## src/design/ekc_pkg.sv

```systemverilog
// ----------------------------------------------------------------------------
// ekc_pkg
// Shared types, constants and helper functions for the EAPOL-Key classifier.
// ----------------------------------------------------------------------------
`default_nettype none

package ekc_pkg;

    // Default saturation point of the per-frame byte counter
    localparam int MAX_FRAME_BYTES_DEF = 4095;

    // MAC header construction
    localparam logic [5:0]  MAC_HDR_BASE   = 6'd24;
    localparam logic [5:0]  MAC_HDR_ADDR4  = 6'd6;
    localparam logic [5:0]  MAC_HDR_QOS    = 6'd2;
    localparam logic [5:0]  MAC_HDR_HTC    = 6'd4;
    localparam logic [1:0]  FC_TYPE_DATA   = 2'b10;
    localparam logic [15:0] FC_DS_BOTH     = 16'h0300;
    localparam logic [15:0] FC_ORDER       = 16'h8000;

    // LLC/SNAP header carrying EtherType 888E
    localparam int SNAP_LEN = 8;
    localparam logic [7:0] SNAP_PATTERN [SNAP_LEN] =
        '{8'hAA, 8'hAA, 8'h03, 8'h00, 8'h00, 8'h00, 8'h88, 8'h8E};

    // Offsets from the end of the SNAP header
    localparam int EAPOL_PACKET_TYPE_OFFSET = 1;
    localparam int KEY_DESC_OFFSET          = 4;
    localparam int FLAGS_HI_OFFSET          = 5;
    localparam int FLAGS_LO_OFFSET          = 6;

    localparam logic [7:0] EAPOL_TYPE_KEY = 8'h03;
    localparam logic [7:0] KEY_DESC_RSN   = 8'h02;

    // Length limits
    localparam int MIN_FRAME_LEN = 32;
    localparam int MIN_TAIL_LEN  = 18;
    localparam int FLAGS_END     = SNAP_LEN + FLAGS_LO_OFFSET + 1;

    // Message codes
    localparam logic [2:0] MSG_NONE = 3'd0;
    localparam logic [2:0] MSG_1    = 3'd1;
    localparam logic [2:0] MSG_2    = 3'd2;
    localparam logic [2:0] MSG_3    = 3'd3;
    localparam logic [2:0] MSG_4    = 3'd4;

    typedef struct packed {
        logic [7:0] frame_byte;
        logic       end_of_frame;
    } frame_item_t;

    typedef struct packed {
        logic [2:0]  message_number;
        logic [15:0] key_information;
    } class_item_t;

    function automatic logic [5:0] mac_header_bytes(input logic [15:0] fcw);
        logic [5:0] n;
        n = MAC_HDR_BASE;
        if (fcw[3:2] == FC_TYPE_DATA)
        begin
            if ((fcw & FC_DS_BOTH) == FC_DS_BOTH)
            begin
                n = n + MAC_HDR_ADDR4;
            end
            if (fcw[7])
            begin
                n = n + MAC_HDR_QOS;
            end
        end
        if ((fcw & FC_ORDER) != 16'h0000)
        begin
            n = n + MAC_HDR_HTC;
        end
        return n;
    endfunction

    // MIC, ACK, Install, Secure -> handshake message
    function automatic logic [2:0] classify(input logic [15:0] ki);
        logic [2:0] msg;
        case ({ki[8], ki[7], ki[6], ki[9]})
            4'b0100: msg = MSG_1;
            4'b1000: msg = MSG_2;
            4'b1111: msg = MSG_3;
            4'b1001: msg = MSG_4;
            default: msg = MSG_NONE;
        endcase
        return msg;
    endfunction

endpackage

`default_nettype wire

```

## src/design/ekc_in_stage.sv

```systemverilog
// ----------------------------------------------------------------------------
// ekc_in_stage
// Input register: holds one accepted byte until the parser takes it.
// ----------------------------------------------------------------------------
`default_nettype none

module ekc_in_stage (
    input  wire logic                 clk,
    input  wire logic                 rst_n,
    input  wire logic                 frame_valid,
    output logic                      frame_stall,
    input  wire ekc_pkg::frame_item_t frame_item,
    input  wire logic                 take,
    output logic                      held_valid,
    output ekc_pkg::frame_item_t      held_item
);
    import ekc_pkg::*;

    logic        valid_reg;
    logic        valid_next;
    frame_item_t item_reg;
    logic        accept;

    assign frame_stall = valid_reg && !take;
    assign accept      = frame_valid && !frame_stall;
    assign held_valid  = valid_reg;
    assign held_item   = item_reg;

    always_comb
    begin
        if (accept)
        begin
            valid_next = 1'b1;
        end
        else if (take)
        begin
            valid_next = 1'b0;
        end
        else
        begin
            valid_next = valid_reg;
        end
    end

    always_ff @(posedge clk or negedge rst_n)
    begin
        if (!rst_n)
        begin
            valid_reg <= 1'b0;
        end
        else
        begin
            valid_reg <= valid_next;
        end
    end

    always_ff @(posedge clk)
    begin
        if (accept)
        begin
            item_reg <= frame_item;
        end
    end

endmodule

`default_nettype wire

```

## src/design/ekc_parser.sv

```systemverilog
// ----------------------------------------------------------------------------
// ekc_parser
// Per-frame state and single-pass classification of one byte.
// ----------------------------------------------------------------------------
`default_nettype none

module ekc_parser #(
    parameter int MAX_FRAME_BYTES = ekc_pkg::MAX_FRAME_BYTES_DEF
) (
    input  wire logic                 clk,
    input  wire logic                 rst_n,
    input  wire logic                 take,
    input  wire ekc_pkg::frame_item_t item,
    output ekc_pkg::class_item_t      result
);
    import ekc_pkg::*;

    localparam int POS_W = $clog2(MAX_FRAME_BYTES + 1);
    localparam logic [POS_W-1:0] POS_MAX = POS_W'(MAX_FRAME_BYTES);

    logic [POS_W-1:0] pos_reg,  pos_next;
    logic [15:0]      fcw_reg,  fcw_next;
    logic [5:0]       hl_reg,   hl_next;
    logic             enc_reg,  enc_next;
    logic [15:0]      ki_reg,   ki_next;

    logic [POS_W-1:0] hl_ext;
    logic [POS_W-1:0] rel;
    logic [POS_W-1:0] ext_ofs;
    logic [POS_W-1:0] hl_end;
    logic             ki_reached;
    logic             long_enough;
    logic [7:0]       b;

    assign b = item.frame_byte;

    always_comb
    begin
        fcw_next = fcw_reg;
        hl_next  = hl_reg;
        enc_next = enc_reg;
        ki_next  = ki_reg;
        hl_ext   = POS_W'(hl_reg);
        rel      = pos_reg - hl_ext;
        ext_ofs  = rel - POS_W'(SNAP_LEN);

        if (pos_reg == '0)
        begin
            fcw_next[7:0] = b;
        end
        else if (pos_reg == POS_W'(1))
        begin
            fcw_next[15:8] = b;
            hl_next        = mac_header_bytes({b, fcw_reg[7:0]});
        end
        else if (pos_reg >= hl_ext)
        begin
            if (rel < POS_W'(SNAP_LEN))
            begin
                if (b != SNAP_PATTERN[rel[2:0]])
                begin
                    enc_next = 1'b0;
                end
            end
            else
            begin
                if (ext_ofs == POS_W'(EAPOL_PACKET_TYPE_OFFSET) && b != EAPOL_TYPE_KEY)
                begin
                    enc_next = 1'b0;
                end
                if (ext_ofs == POS_W'(KEY_DESC_OFFSET) && b != KEY_DESC_RSN)
                begin
                    enc_next = 1'b0;
                end
                if (ext_ofs == POS_W'(FLAGS_HI_OFFSET))
                begin
                    ki_next[15:8] = b;
                end
                if (ext_ofs == POS_W'(FLAGS_LO_OFFSET))
                begin
                    ki_next[7:0] = b;
                end
            end
        end

        // saturating byte count
        pos_next = (pos_reg == POS_MAX) ? POS_MAX : pos_reg + POS_W'(1);

        hl_end      = POS_W'(hl_next);
        ki_reached  = pos_next >= hl_end + POS_W'(FLAGS_END);
        long_enough = (pos_next >= POS_W'(MIN_FRAME_LEN))
                      && (pos_next >= hl_end + POS_W'(MIN_TAIL_LEN));

        result.key_information = ki_reached ? ki_next : 16'h0000;
        result.message_number  = (long_enough && enc_next) ? classify(ki_next) : MSG_NONE;
    end

    always_ff @(posedge clk or negedge rst_n)
    begin
        if (!rst_n)
        begin
            pos_reg <= '0;
            fcw_reg <= 16'h0000;
            hl_reg  <= MAC_HDR_BASE;
            enc_reg <= 1'b1;
            ki_reg  <= 16'h0000;
        end
        else if (take)
        begin
            if (item.end_of_frame)
            begin
                pos_reg <= '0;
                fcw_reg <= 16'h0000;
                hl_reg  <= MAC_HDR_BASE;
                enc_reg <= 1'b1;
                ki_reg  <= 16'h0000;
            end
            else
            begin
                pos_reg <= pos_next;
                fcw_reg <= fcw_next;
                hl_reg  <= hl_next;
                enc_reg <= enc_next;
                ki_reg  <= ki_next;
            end
        end
    end

`ifndef SYNTHESIS
    a_frame_end_clears: assert property (@(posedge clk) disable iff (!rst_n)
        take && item.end_of_frame |=> pos_reg == '0 && enc_reg && hl_reg == MAC_HDR_BASE)
        else $error("frame state not cleared after last byte");

    a_pos_saturates: assert property (@(posedge clk) disable iff (!rst_n)
        pos_reg <= POS_MAX)
        else $error("byte counter beyond saturation point");

    a_header_range: assert property (@(posedge clk) disable iff (!rst_n)
        hl_reg >= MAC_HDR_BASE && hl_reg <= MAC_HDR_BASE + MAC_HDR_ADDR4 + MAC_HDR_QOS
        + MAC_HDR_HTC)
        else $error("MAC header length out of range");

    a_msg_has_key_info: assert property (@(posedge clk) disable iff (!rst_n)
        take && item.end_of_frame && result.message_number != MSG_NONE
        |-> result.key_information != 16'h0000 && result.message_number <= MSG_4)
        else $error("message reported without key information");
`endif

endmodule

`default_nettype wire

```

## src/design/ekc_out_stage.sv

```systemverilog
// ----------------------------------------------------------------------------
// ekc_out_stage
// Result register: holds one classification until the consumer takes it.
// ----------------------------------------------------------------------------
`default_nettype none

module ekc_out_stage (
    input  wire logic                 clk,
    input  wire logic                 rst_n,
    input  wire logic                 load,
    input  wire ekc_pkg::class_item_t result,
    output logic                      room,
    output logic                      class_valid,
    input  wire logic                 class_stall,
    output ekc_pkg::class_item_t      class_item
);
    import ekc_pkg::*;

    logic        valid_reg;
    logic        valid_next;
    class_item_t item_reg;

    // free now, or emptied at this edge
    assign room        = !valid_reg || !class_stall;
    assign class_valid = valid_reg;
    assign class_item  = item_reg;

    always_comb
    begin
        if (load)
        begin
            valid_next = 1'b1;
        end
        else if (!class_stall)
        begin
            valid_next = 1'b0;
        end
        else
        begin
            valid_next = valid_reg;
        end
    end

    always_ff @(posedge clk or negedge rst_n)
    begin
        if (!rst_n)
        begin
            valid_reg <= 1'b0;
        end
        else
        begin
            valid_reg <= valid_next;
        end
    end

    always_ff @(posedge clk)
    begin
        if (load)
        begin
            item_reg <= result;
        end
    end

endmodule

`default_nettype wire

```

## src/design/eapol_key_message_classifier_top.sv

```systemverilog
// ----------------------------------------------------------------------------
// eapol_key_message_classifier_top
// Classifies a byte-serial 802.11 frame as WPA handshake message 1 to 4.
// ----------------------------------------------------------------------------
// Throughput: one byte per clock; only a last byte waits, on a full, stalled result register.
// A last byte's result enters the result register once it has room, then drives class_valid.
// The per-byte work is one pass of compare/add logic between the two registers.
// Reset (rst_n, async, active low) empties both registers and returns frame state
// to the start-of-frame values; no clearing pass is needed.
`default_nettype none

module eapol_key_message_classifier_top #(
    parameter int MAX_FRAME_BYTES = ekc_pkg::MAX_FRAME_BYTES_DEF
) (
    input  wire logic                 clk,
    input  wire logic                 rst_n,
    // byte stream in
    input  wire logic                 frame_valid,
    output logic                      frame_stall,
    input  wire ekc_pkg::frame_item_t frame_item,
    // classification out, one item per frame
    output logic                      class_valid,
    input  wire logic                 class_stall,
    output ekc_pkg::class_item_t      class_item
);
    import ekc_pkg::*;

    logic        held_valid;
    frame_item_t held_item;
    class_item_t result;
    logic        room;
    logic        take;
    logic        load;

    // A byte leaves the input register every cycle, except a last byte whose
    // result has nowhere to go yet.
    assign take = held_valid && (!held_item.end_of_frame || room);
    // Only the last byte of a frame produces an item.
    assign load = take && held_item.end_of_frame;

    ekc_in_stage u_in (
        .clk         (clk),
        .rst_n       (rst_n),
        .frame_valid (frame_valid),
        .frame_stall (frame_stall),
        .frame_item  (frame_item),
        .take        (take),
        .held_valid  (held_valid),
        .held_item   (held_item)
    );

    // Frame control, header length, SNAP/EAPOL checks and key-info capture
    ekc_parser #(
        .MAX_FRAME_BYTES (MAX_FRAME_BYTES)
    ) u_parser (
        .clk    (clk),
        .rst_n  (rst_n),
        .take   (take),
        .item   (held_item),
        .result (result)
    );

    ekc_out_stage u_out (
        .clk         (clk),
        .rst_n       (rst_n),
        .load        (load),
        .result      (result),
        .room        (room),
        .class_valid (class_valid),
        .class_stall (class_stall),
        .class_item  (class_item)
    );

endmodule

`default_nettype wire

```

## config.mk

```make
export PLATFORM = sky130hd
export DESIGN_NAME = eapol_key_message_classifier_top
export DESIGN_NICKNAME = d
export VERILOG_FILES = /design/src/design/ekc_pkg.sv /design/src/design/ekc_in_stage.sv /design/src/design/ekc_parser.sv /design/src/design/ekc_out_stage.sv /design/src/design/eapol_key_message_classifier_top.sv
export SDC_FILE = /design/constraint.sdc
export NUM_CORES = 1
export LEC_CHECK = 0
export BUFFER_PORTS_ARGS = -buffer_cell sky130_fd_sc_hd__buf_2
export CELL_PAD_IN_SITES_DETAIL_PLACEMENT = 0
export CELL_PAD_IN_SITES_GLOBAL_PLACEMENT = 1
export CORE_MARGIN = 4
export CORE_UTILIZATION = 53
export CTS_BUF_LIST = sky130_fd_sc_hd__clkbuf_4 sky130_fd_sc_hd__clkbuf_8
export DETAILED_ROUTE_END_ITERATION = 16
export GPL_TIMING_DRIVEN = 0
export PLACE_DENSITY_LB_ADDON = 0.05
export SLEW_MARGIN = 10
export SYNTH_ARGS = -nofsm -noshare
export SYNTH_HDL_FRONTEND = slang
export SYNTH_SLANG_ARGS = --single-unit
```

## constraint.sdc

```tcl
create_clock -name clk -period 8.3 [get_ports clk]
set_input_delay 0.415 -clock clk [delete_from_list [all_inputs] [get_ports clk]]
set_output_delay 0.415 -clock clk [all_outputs]
set_load 0.01 [all_outputs]
```

; After elaboration in Yosys (flattened, before gate mapping)
; Memories as Yosys holds them, arrays and structs flattened.
; Cells that the tools add are included.
[totals]
in_bits = 13
output_inout_bits = 21
rom_bits = 64
regBits = 73
memories = 1
[classes]
reduce_logical = 19
addsub = 7
eq_ne = 16
n_lt_le_gt_ge = 6
muxes = 38
n_bitwise = 1
[mem_list]
columns = name, words, word_bits, read_ports, rd_clocked_by_memory_dff, wr, line
row1 = (no name shown), 8, 8, 1, 0, 0, ekc_parser.sv:60  ; if (b != SNAP_PATTERN[rel[2:0]])
[op_table]
columns = operator, count
row1 = two-way mux 16 bit, 5
row2 = two-way mux 6 bit, 11
row3 = two-way mux 8 bit, 6
row4 = equality test 12 x 3 -> 1 bit (second input constant), 3
row5 = equality test 12 x 1 -> 1 bit (second input constant), 2
row6 = greater-or-equal comparator 12 bit, 2
row7 = two-way mux 12 bit, 2
row8 = inequality test 8 x 2 -> 1 bit (second input constant), 2
row9 = adder 12 x 1 -> 12 bit (second input constant), 1
row10 = equality test 12 bit (second input constant), 1
row11 = equality test 4 bit (second input constant), 3
row12 = greater-or-equal comparator 12 x 6 -> 1 bit, 1
row13 = greater-or-equal comparator 12 x 6 -> 1 bit (second input constant), 1
row14 = logical NOT 12 bit, 1
row15 = less-than comparator 12 x 4 -> 1 bit (second input constant), 1
row16 = two-way mux 1 bit, 12
row17 = case mux 3 bit (4 select lines), 1
row18 = subtractor 12 x 4 -> 12 bit (second input constant), 1
row19 = subtractor 12 x 6 -> 12 bit, 1
row20 = logical AND 1 bit, 8
row21 = inequality test 8 bit, 1
row22 = adder 6 x 4 -> 7 bit (second input constant), 1
row23 = adder 6 x 5 -> 7 bit (second input constant), 1
row24 = adder 6 x 2 -> 6 bit (second input constant), 1
row25 = 11 further kinds, 18

; Longest topological paths before layout
; Gate-level depths: netlist (run 1).
[depth]
word_depth = 18
depth_mapped = 18
depth_no_buf = 18

; By module
; A second synthesis (run 1) with hierarchy kept.
[hier_totals]
cells_unflattened = 477
hier_area_um2 = 4620.7
[modules_own_cells]
columns = module, seq_area_each_um2, area_each_um2, n_inst, cells_each
row1 = ekc_parser, 954.7, 3667.3, 1, 438
row2 = ekc_out_stage, 595.6, 606.8, 1, 22
row3 = ekc_in_stage, 295.3, 327.8, 1, 14
row4 = eapol_key_message_classifier_top, 0.0, 18.8, 1, 3

; Worst setup path before layout (run 1)
; No wires, ideal clock.
[synth_timing]
kind = register to register
startpoint = register u_parser.pos_reg[8]
endpoint = register u_out.item_reg, in the netlist u_out.class_item[7] (data pin)
path_stages_with_launch = 17
period_less_slack_ns = 3.892
slack_ns = 4.408
n_path_buf = 3
t_arrival_ns = 3.632
setup_ns = 0.260
cell_sequence = dfrtp_1 -> buf_6 -> nor4_4 -> and3_1 -> nand3b_1 -> clkbuf_1 -> a21oi_1 -> ha_1 -> ha_1 -> a21o_1 -> a21o_1 -> a21o_1 -> a21o_1 -> a21o_1 -> a211oi_2 -> buf_4 -> nor2_1
[synth_via]
elab_chain_len = 8
elab_cells_between_ends = 19
classes_between = add/sub (4) / order compare (3) / eq/ne (3) / mux (8) / reduce/logical (1)
[synth_rtl]
columns = element, line
row1 = from (decl), ekc_parser.sv:21  ; logic [POS_W-1:0] pos_reg, pos_next;
row2 = from (signal assigned), ekc_parser.sv:120  ; pos_reg <= pos_next;
row3 = subtractor 12 x 6 -> 12 bit, ekc_parser.sv:44  ; rel = pos_reg - hl_ext;
row4 = subtractor 12 x 4 -> 12 bit, ekc_parser.sv:45  ; ext_ofs = rel - POS_W'(SNAP_LEN);
row5 = equality test 12 x 3 -> 1 bit, ekc_parser.sv:79  ; if (ext_ofs == POS_W'(FLAGS_LO_OFFSET))
row6 = two-way mux 8 bit, ekc_parser.sv:79
row7 = two-way mux 16 bit, ekc_parser.sv:58  ; if (rel < POS_W'(SNAP_LEN))
row8 = two-way mux 16 bit, ekc_parser.sv:56  ; else if (pos_reg >= hl_ext)
row9 = two-way mux 16 bit, ekc_parser.sv:51  ; else if (pos_reg == POS_W'(1))
row10 = two-way mux 16 bit, ekc_parser.sv:47  ; if (pos_reg == '0)
row11 = to (signal assigned), ekc_out_stage.sv:60  ; item_reg <= result;
row12 = to (decl), ekc_out_stage.sv:21  ; class_item_t item_reg;
; Parallel ways exist; a longest one is shown, timed or not.
; A chain may end at the register's enable or synchronous reset.

; Worst setup path in the final report (run 1)
[layout_timing]
startpoint = register u_parser.pos_reg[2]
endpoint = register u_out.item_reg, in the netlist u_out.class_item[7] (data pin)
; The elaborated chain is that of the path after synthesis.

==> results of run 1 <==
==> metrics by stage <==
| stage | utilization [%] | cells |
|---|---|---|
| after floorplan | - | 469 |
| after global placement | 58.12 | 607 |
| after detailed placement | 58.33 | 608 |
| after CTS | 61.35 | 624 |
| after global routing | 61.35 | 624 |
| final | 61.35 | 624 |
==> cells in the mapped netlist, types with 4 or more instances <==
cell type and instances:
a21o_1 8, a21oi_1 39, a22o_1 16, a22oi_1 6, a31oi_1 5, and2_1 4, and3_1 4, buf_2 5
clkbuf_1 14, dfrtp_1 37, edfxtp_1 28, ha_1 33, inv_1 25, mux2i_1 7, nand2_1 48, nand2b_1 8
nand3_1 14, nor2_1 40, nor2b_1 5, nor3_1 15, o21a_1 5, o21ai_0 15, o22a_1 5, o22ai_1 6
xnor2_1 7, xor2_1 9
==> metal layers <==
layer,share of wire (%),vias to the layer above
met5,0,-
met4,1.3,0
met3,7.5,9
met2,44,136
met1,48,1767
li1,-,1805
==> logic make-up (layout without fill, tap and decap cells) <==
logic type / after synthesis / after routing
buffers and inverters: 49 / 99
AOI/OAI and AO/OA: 132 / 132
adders and majority gates: 34 / 34
and+or+nand+nor: 160 / 160
DFF: 68 / 68
xor gates and xnor gates: 16 / 16
muxes: 10 / 10
==> worst max-delay path: cells and delay by family, from the launching register on <==
family	cells	cell delay [ps]
compound gates	7	2000
simple gates	4	820
buf+inv	3	720
fa+ha+maj	2	610
flops	1	390
==> area by class of cell <==
type	instances	area, µm²
clock buffers	10	137.6
multi-input cells	352	2459
clock inverters	6	111.4
fillers	746	3192
well taps	105	131.4
inverters	27	101.3
flip-flops and latches	68	1846
repair buffers	34	180.2
plain buffers	22	100.1
==> placed cells by master, fill, tap and decap left out, types with 5 or more instances in the layout <==
cell type	instances
nor2_1	39
o22ai_1	6
a22oi_1	6
a31oi_1	5
a21o_1	8
o21ai_0	15
nor3_1	15
nand2_1	48
buf_2	38
mux2i_1	7
nand3_1	14
xor2_1	9
inv_1	25
a21oi_1	39
a22o_1	16
nand2b_1	8
o21a_1	5
clkbuf_1	14
nor2b_1	5
xnor2_1	7
edfxtp_1	28
clkbuf_8	10
dfrtp_1	37
o22a_1	5
ha_1	33
==> report_power, final <==
part	internal [mW]	switching (mW)	total (mW)
Combinational	0.101	0.158	0.259
Sequential	0.369	0.0139	0.382
Clock	0.208	0.138	0.346
Total	0.678	0.310	0.988
==> how the worst max path moves through the flow <==
stage / endpoint / cells after the start
floorplan: u_out.class_item[7]$_SDFFCE_PN0P_ / 16
global placement: u_out.class_item[7]$_SDFFCE_PN0P_ / 16
detailed placement: u_out.class_item[7]$_SDFFCE_PN0P_ / 16
CTS: u_out.class_item[5]$_SDFFCE_PN0P_ / 16
global route: u_out.class_item[7]$_SDFFCE_PN0P_ / 16
finish: u_out.class_item[7]$_SDFFCE_PN0P_ / 16
==> results.yml, run 1 <==
run_status:
  status: "finished clean"
place:
  pre_cts_ws_ps: 3589
  portBuffers: 33
  place_area_um2: 4817
  gp_congestion: 0.8446
  hpwl_mm: 8.060
floorplanning:
  die_area_um2: 10040
  die_x_um: 100.2
  core_um2: 8258
  initial_core_util_pct: 54.53
  io_pins: 34
  die_height_um: 100.2
  std_cell_rows: 33
clocking:
  post_cts_buffers: 0
  post_cts_resize_count: 0
  cts_root_buffer: "clkbuf_8"
  h-tree-depth: 3
  tritoncts: "built"
  cts.clk_slew.worst_paths_ps: 80
  clk_latency_ps: 340
  cts-buffers-inserted: 9
  cts_sinks: 68
  clock_path_buffers: 2
  hold_buffers: 0
drt:
  vias: 3717
  drtPass1Iterations: 5
  routed_via_density: 5.957
  ant_nets: 0
  drcViolationCount: 0
  wl_per_cell_um: 17.46
  drt_iter0_drc: 250
  drt_wl_total_mm: 10.90
sta:
  worst_slew_pin_slew_ps: 943.4
  setup_violations: 0
  finalHoldWorstSlack_ps: 210.8
  post-route-min-period_ps: 4795
  fmax_ghz: 0.2086
  fin_ws_ps: 3505
  period_share_pct: 57.77
  drv_slew: 0
  skew_ps: 7.717
  rsz0062_at_grt: "false"
  final_hold_viol_count: 0
  slew_headroom_pct: 37.10
  tns_ps: 0
yosys:
  synth.avg_cell_area_um2: 9.601
  ys_seq_area_share_pct: 40.98
  synth_cell_type_count: 67
  ys_warn_count: 0
  async_flop_share_pct: 58.82
  ys_seq_elements: 68
  synth_top_area_share_pct: 20.56
  yosys.area_share.simple_pct: 18.14
  synthCells: 469
  synth-edff-count: 28
  synth.area.top_cells: "dfrtp_1 21%, edfxtp_1 19%, ha_1 9.2%, a21oi_1 4.3%, nand2_1 4.0%"
  synthMuxAreaShare_pct: 2.806
  synth_top_family_by_area: "compound AO/OA/AOI/OAI gates"
  synthAdderAreaFrac_pct: 9.614
  netlist_area_um2: 4503
  synth_compound_area_share_pct: 20.87
  yosysTopAreaCell: "dfrtp_1"
  ys.flop_type: "dfrtp_1"
  synth_nets: 516
  synthXorXnorAreaFrac_pct: 3.112
worst_setup_path:
  start_kind: "flop"
  end_kind: "flop"
  r2r_start: "u_parser.pos_reg[2]$_DFFE_PN0P_"
  r2r_cells: 16
  crit_path_max_incr_delay_ps: 590
  worst-setup-path-type: "reg -> reg"
  rrSetupSlack_ps: 3510
  worstPathRequired_ps: 8400
  crit_path_top_delay_cell: "a211oi_2"
  crit_path_frequent_cell: "a21o_1"
  critPathMaxFanout: 10
  path_cells: "buf_2 -> nor4_1 -> and3_1 -> nand3b_1 -> clkbuf_1 -> a21oi_1 -> ha_1 -> ha_1 -> a21o_1 -> a21o_1 -> a21o_1 -> a21o_1 -> a21o_1 -> a211oi_2 -> buf_4 -> nor2_1"
  cp.arrival_ps: 4890
  crit_start: "u_parser.pos_reg[2]$_DFFE_PN0P_"
  r2r_end: "u_out.class_item[7]$_SDFFCE_PN0P_"
finish:
  design_area_um2: 5066
  n_antenna_cell: 0
  fin_nets: 561
  drive_gt1_share_pct: 15.61
  area_delta_synth_final_pct: 12.50
  largest_reg_flops: 19
global_routing:
  track_usage_pct: 23.39
  grt-busiest-layer: "met1"
  grt_pass1_wl_mm: 18.45
  antenna_found_initial: 0
  grt_util_met3_pct: 4.170
  grt_use_met2_pct: 33.23
  grt_pass1_vias: 3531
  grt-ovfl-total: 0
  gr-usage-met1_pct: 36.73
  grt_max_degree: 41
power:
  powerDensity_nw_per_um2: 195.0
  power_mw: 0.9881
  ir_drop_uv: 123.5
  p_leak_nw: 2.270
hold_path:
  min_path_type: "in -> async"
flow_run:
  drv_cap: 0
Power figures use the tool's default switching activity.
==> inputs of run 2 (changes only) <==
Settings changed: CORE_UTILIZATION 53 to 49.
Clock period 8.3 ns to 4.8 ns, I/O delays scaled along.
==> results.yml, run 2 (synthesis results as in run 1) <==
place:
  hpwl_mm: 8.320
  pre_cts_ws_ps: 61.36
  place_area_um2: 4817
  portBuffers: 33
  place_inst: 611
  gp_congestion: 0.8496
sta:
  fin_ws_ps: 424.4
  post-route-min-period_ps: 4376
  rsz0062_at_grt: "false"
  period_share_pct: 91.16
  setup_violations: 0
  skew_ps: 9.614
  slew_headroom_pct: 34.87
  final_hold_viol_count: 0
  tns_ps: 0
  worst_slew_pin_slew_ps: 977.0
  fmax_ghz: 0.2285
  finalHoldWorstSlack_ps: 41.71
  drv_slew: 0
drt:
  vias: 3680
  drcViolationCount: 0
  ant_nets: 0
  drt_wl_total_mm: 11.08
  drtPass1Iterations: 5
  routed_via_density: 5.851
  wl_per_cell_um: 17.61
  drt_iter0_drc: 158
clocking:
  clock_path_buffers: 2
  tritoncts: "built"
  clk_latency_ps: 350
  cts_root_buffer: "clkbuf_8"
  h-tree-depth: 3
  cts-buffers-inserted: 9
  hold_buffers: 0
  cts.clk_slew.worst_paths_ps: 90
  cts_sinks: 68
power:
  powerDensity_nw_per_um2: 317.8
  power_mw: 1.604
  ir_drop_uv: 188.5
  swShare_pct: 34.05
  p_int_mw: 1.058
  pwr-share-comb_pct: 28.4
  pwr-share-seq_pct: 41.2
  p_switching_mw: 0.5461
  p_clk_share_pct: 30.3
  p_leak_nw: 2.252
floorplanning:
  io_pins: 34
  die_area_um2: 10790
  core_um2: 8848
  initial_core_util_pct: 50.89
  die_height_um: 103.9
  std_cell_rows: 34
  die_x_um: 103.9
global_routing:
  track_usage_pct: 21.32
  grt_max_degree: 41
  antenna_found_initial: 0
  grt_pass1_vias: 3574
  grt_pass1_wl_mm: 18.43
  grt-ovfl-total: 0
worst_setup_path:
  worst-setup-path-type: "reg -> reg"
  rrSetupSlack_ps: 420
  end_kind: "flop"
  worstPathRequired_ps: 4900
  start_kind: "flop"
  critPathMaxFanout: 10
  r2r_cells: 18
  cp.arrival_ps: 4470
finish:
  fin_nets: 563
  drive_gt1_share_pct: 16.51
  final_common_cell: "nand2_1"
  final_core_util_pct: 57.03
  largest_reg_flops: 19
  final_cell_count_no_fill: 629
  layout_common_cells: "48 x nand2_1, 39 x nor2_1, 38 x buf_2"
  design_area_um2: 5046
  area_delta_synth_final_pct: 12.06
  n_antenna_cell: 0
run_status:
  status: "finished clean"
hold_path:
  min_path_type: "in -> async"
flow_run:
  drv_cap: 0
==> run 2: final timing paths <==
| check | to | from |
|---|---|---|
| min | u_parser.pos_reg[11]$_DFFE_PN0P_ | rst_n |
| max reg2reg | u_out.class_item[7]$_SDFFCE_PN0P_ | u_parser.pos_reg[2]$_DFFE_PN0P_ |
| max | u_out.class_item[7]$_SDFFCE_PN0P_ | u_parser.pos_reg[2]$_DFFE_PN0P_ |
| max in group asynchronous | u_parser.ki_reg[3]$_DFFE_PN0P_ | rst_n |
| min reg2reg | u_parser.fcw_reg[3]$_DFFE_PN0P_ | u_parser.fcw_reg[3]$_DFFE_PN0P_ |
| min in group clk | u_in.held_item[8]$_DFFE_PP_ | frame_item[8] |
==> run 2: cell type report <==
class / instances / area [µm²]
plain buffers: 22 / 100.1
clock buffers: 9 / 123.9
clock inverters: 7 / 75.07
fillers: 820 / 3802
inverters: 27 / 101.3
multi-input cells: 352 / 2474
flip-flops and latches: 68 / 1846
well taps: 108 / 135.1
repair buffers: 36 / 191.4
==> run 2: worst max-delay path: stages (launching register included) <==
cell and delay, ps:
dfrtp_1 380, buf_2 170, nor4_1 330, and3_1 290, nand3b_1 160, clkbuf_1 270, nor3b_1 310, a21oi_2 130
ha_1 330, ha_1 270, a21o_1 160, a21o_1 180, a21o_1 170, a21o_1 170, a21o_1 200, a211oi_4 180
buf_4 180, buf_4 180, nor2_1 70
==> run 2: power groups by stage <==
stage	logic (mW)	registers, mW	clock network, mW
2_1_floorplan	0.342	0.671	0
3_3_place_gp	0.438	0.672	0
3_5_place_dp	0.450	0.673	0
4_1_cts	0.453	0.661	0.494
5_1_grt	0.521	0.666	0.521
6_report	0.456	0.661	0.486
==> run 2: repair_timing <==
action,4_1_cts,5_1_grt
endpoints found under the setup margin,0,19
gates resized for setup,0,3
hold endpoints to repair,0,0
buffers inserted,0,2
==> run 2: layer usage <==
| layer | vias to the layer above | wire length (µm) | GRT usage (%) |
|---|---|---|---|
| li1 | 1804 | - | - |
| met1 | 1782 | 5430 | 31.46 |
| met2 | 82 | 4959 | 32.50 |
| met3 | 12 | 530 | 2.917 |
| met4 | 0 | 158 | 6.648 |
| met5 | - | 0 | 0 |
==> inputs of run 3 (changes only) <==
Settings changed: CORE_UTILIZATION 49 to 53, SLEW_MARGIN 10 to not set.
Clock period 4.8 ns to 5.3 ns, I/O delays scaled along.
==> results.yml, run 3 (synthesis results as in run 1) <==
clocking:
  cts-buffers-inserted: 9
  cts_sinks: 68
  cts_root_buffer: "clkbuf_8"
  h-tree-depth: 3
  cts.clk_slew.worst_paths_ps: 90
  post_cts_resize_count: 0
  hold_buffers: 0
  post_cts_buffers: 0
  clk_latency_ps: 350
  tritoncts: "built"
  clock_path_buffers: 2
place:
  hpwl_mm: 8.072
  gp_congestion: 0.8446
  portBuffers: 33
  place_area_um2: 4817
sta:
  setup_violations: 0
  tns_ps: 0
  rsz0062_at_grt: "false"
  fmax_ghz: 0.2052
  final_hold_viol_count: 0
  period_share_pct: 91.96
  slew_headroom_pct: 36.13
  drv_slew: 0
  skew_ps: 10.56
  finalHoldWorstSlack_ps: 53.54
  post-route-min-period_ps: 4874
  worst_slew_pin_slew_ps: 958.0
run_status:
  status: "finished clean"
finish:
  fin_nets: 561
  design_area_um2: 5016
  area_delta_synth_final_pct: 11.39
  layout_common_cells: "48 x nand2_1, 39 x a21oi_1, 39 x nor2_1"
  largest_reg_flops: 19
  final_common_cell: "nand2_1"
  n_antenna_cell: 0
  drive_gt1_share_pct: 15.80
drt:
  wl_per_cell_um: 17.69
  drtPass1Iterations: 5
  vias: 3738
  drt_wl_total_mm: 11.04
  drcViolationCount: 0
  ant_nets: 0
  routed_via_density: 5.990
  drt_iter0_drc: 254
floorplanning:
  std_cell_rows: 33
  initial_core_util_pct: 54.53
  die_area_um2: 10040
  core_um2: 8258
  die_height_um: 100.2
  die_x_um: 100.2
  io_pins: 34
power:
  ir_drop_uv: 233.9
  p_switching_mw: 0.4990
  pwr-share-comb_pct: 28.0
  powerDensity_nw_per_um2: 290.0
  p_clk_share_pct: 30.8
  p_int_mw: 0.9557
  swShare_pct: 34.30
  p_leak_nw: 2.239
  pwr-share-seq_pct: 41.2
worst_setup_path:
  worst-setup-path-type: "reg -> reg"
  critPathMaxFanout: 10
  end_kind: "flop"
  r2r_end: "u_out.class_item[7]$_SDFFCE_PN0P_"
  worstPathRequired_ps: 5400
  crit_start: "u_parser.pos_reg[2]$_DFFE_PN0P_"
  r2r_start: "u_parser.pos_reg[2]$_DFFE_PN0P_"
  cp.arrival_ps: 4980
  r2r_cells: 16
  rrSetupSlack_ps: 430
  start_kind: "flop"
  setup.worst_path.end: "u_out.class_item[7]$_SDFFCE_PN0P_"
global_routing:
  track_usage_pct: 23.21
  grt_pass1_vias: 3565
  grt_max_degree: 41
  grt_pass1_wl_mm: 18.35
  grt-ovfl-total: 0
  antenna_found_initial: 0
hold_path:
  min_path_type: "in -> async"
flow_run:
  drv_cap: 0
-- run 3: changes by cell type in the layout (fill, tap and decap cells not counted), sizes merged --
cell	change
inv	+1
clkinv	-1
buf	-2
-- run 3: worst min-delay path by stage --
| stage | to | startpoint | depth (start not counted) | slack, ps |
|---|---|---|---|---|
| floorplan | u_in.held_valid$_DFFE_PN0P_ | rst_n | 0 | -30 |
| global placement | u_in.held_item[6]$_DFFE_PP_ | frame_item[6] | 1 | 440 |
| detailed placement | u_in.held_item[8]$_DFFE_PP_ | frame_item[8] | 1 | 440 |
| CTS | u_in.held_item[8]$_DFFE_PP_ | frame_item[8] | 1 | 80 |
| global route | u_in.held_item[3]$_DFFE_PP_ | frame_item[3] | 1 | 80 |
| finish | u_parser.pos_reg[6]$_DFFE_PN0P_ | rst_n | 1 | 50 |
-- run 3: worst max-delay path: stages (launching register included) --
cell and delay, ps:
dfrtp_1 390, buf_2 170, nor4_1 340, and3_1 300
nand3b_1 190, clkbuf_1 270, a21oi_1 530, ha_1 330
ha_1 280, a21o_1 160, a21o_1 180, a21o_1 170
a21o_1 170, a21o_1 180, a211oi_2 600, buf_4 290
nor2_1 60
-- run 3: stage by stage --
stage | setup slack [ps] | instances | power (mW) | util (%)
2_1_floorplan | 1408 | 469 | 0.9174 | -
3_3_place_gp | 569.1 | 607 | 1.004 | 58.12
3_5_place_dp | 548.5 | 608 | 1.014 | 58.33
4_1_cts | 490.3 | 624 | 1.463 | 60.74
5_1_grt | 197.0 | 624 | 1.543 | 60.74
6_report | 425.9 | 624 | 1.455 | 60.74
-- run 3: final cells by class --
class | instances | area (µm²)
Buffer | 22 | 100.1
Multi-Input combinational cell | 352 | 2459
Sequential cell | 68 | 1846
Inverter | 27 | 101.3
Tap cell | 105 | 131.4
Clock buffer | 9 | 123.9
Fill cell | 773 | 3242
Clock inverter | 7 | 75.07
Timing Repair Buffer | 34 | 180.2
-- run 3: routing by layer --
layer	global-route usage, %	vias up	part of all wire, %
met5	0	-	0
met4	6.218	0	1.4
met3	2.641	15	6.0
met2	34.51	124	44
met1	35.86	1790	49
li1	-	1809	-
-- run 3: power by group through the flow --
stage / clock network (mW) / logic [mW] / registers (mW)
after floorplan: 0 / 0.309 / 0.608
after global routing: 0.479 / 0.461 / 0.603
after CTS: 0.455 / 0.409 / 0.599
after detailed placement: 0 / 0.404 / 0.610
final: 0.449 / 0.407 / 0.599
after global placement: 0 / 0.395 / 0.609
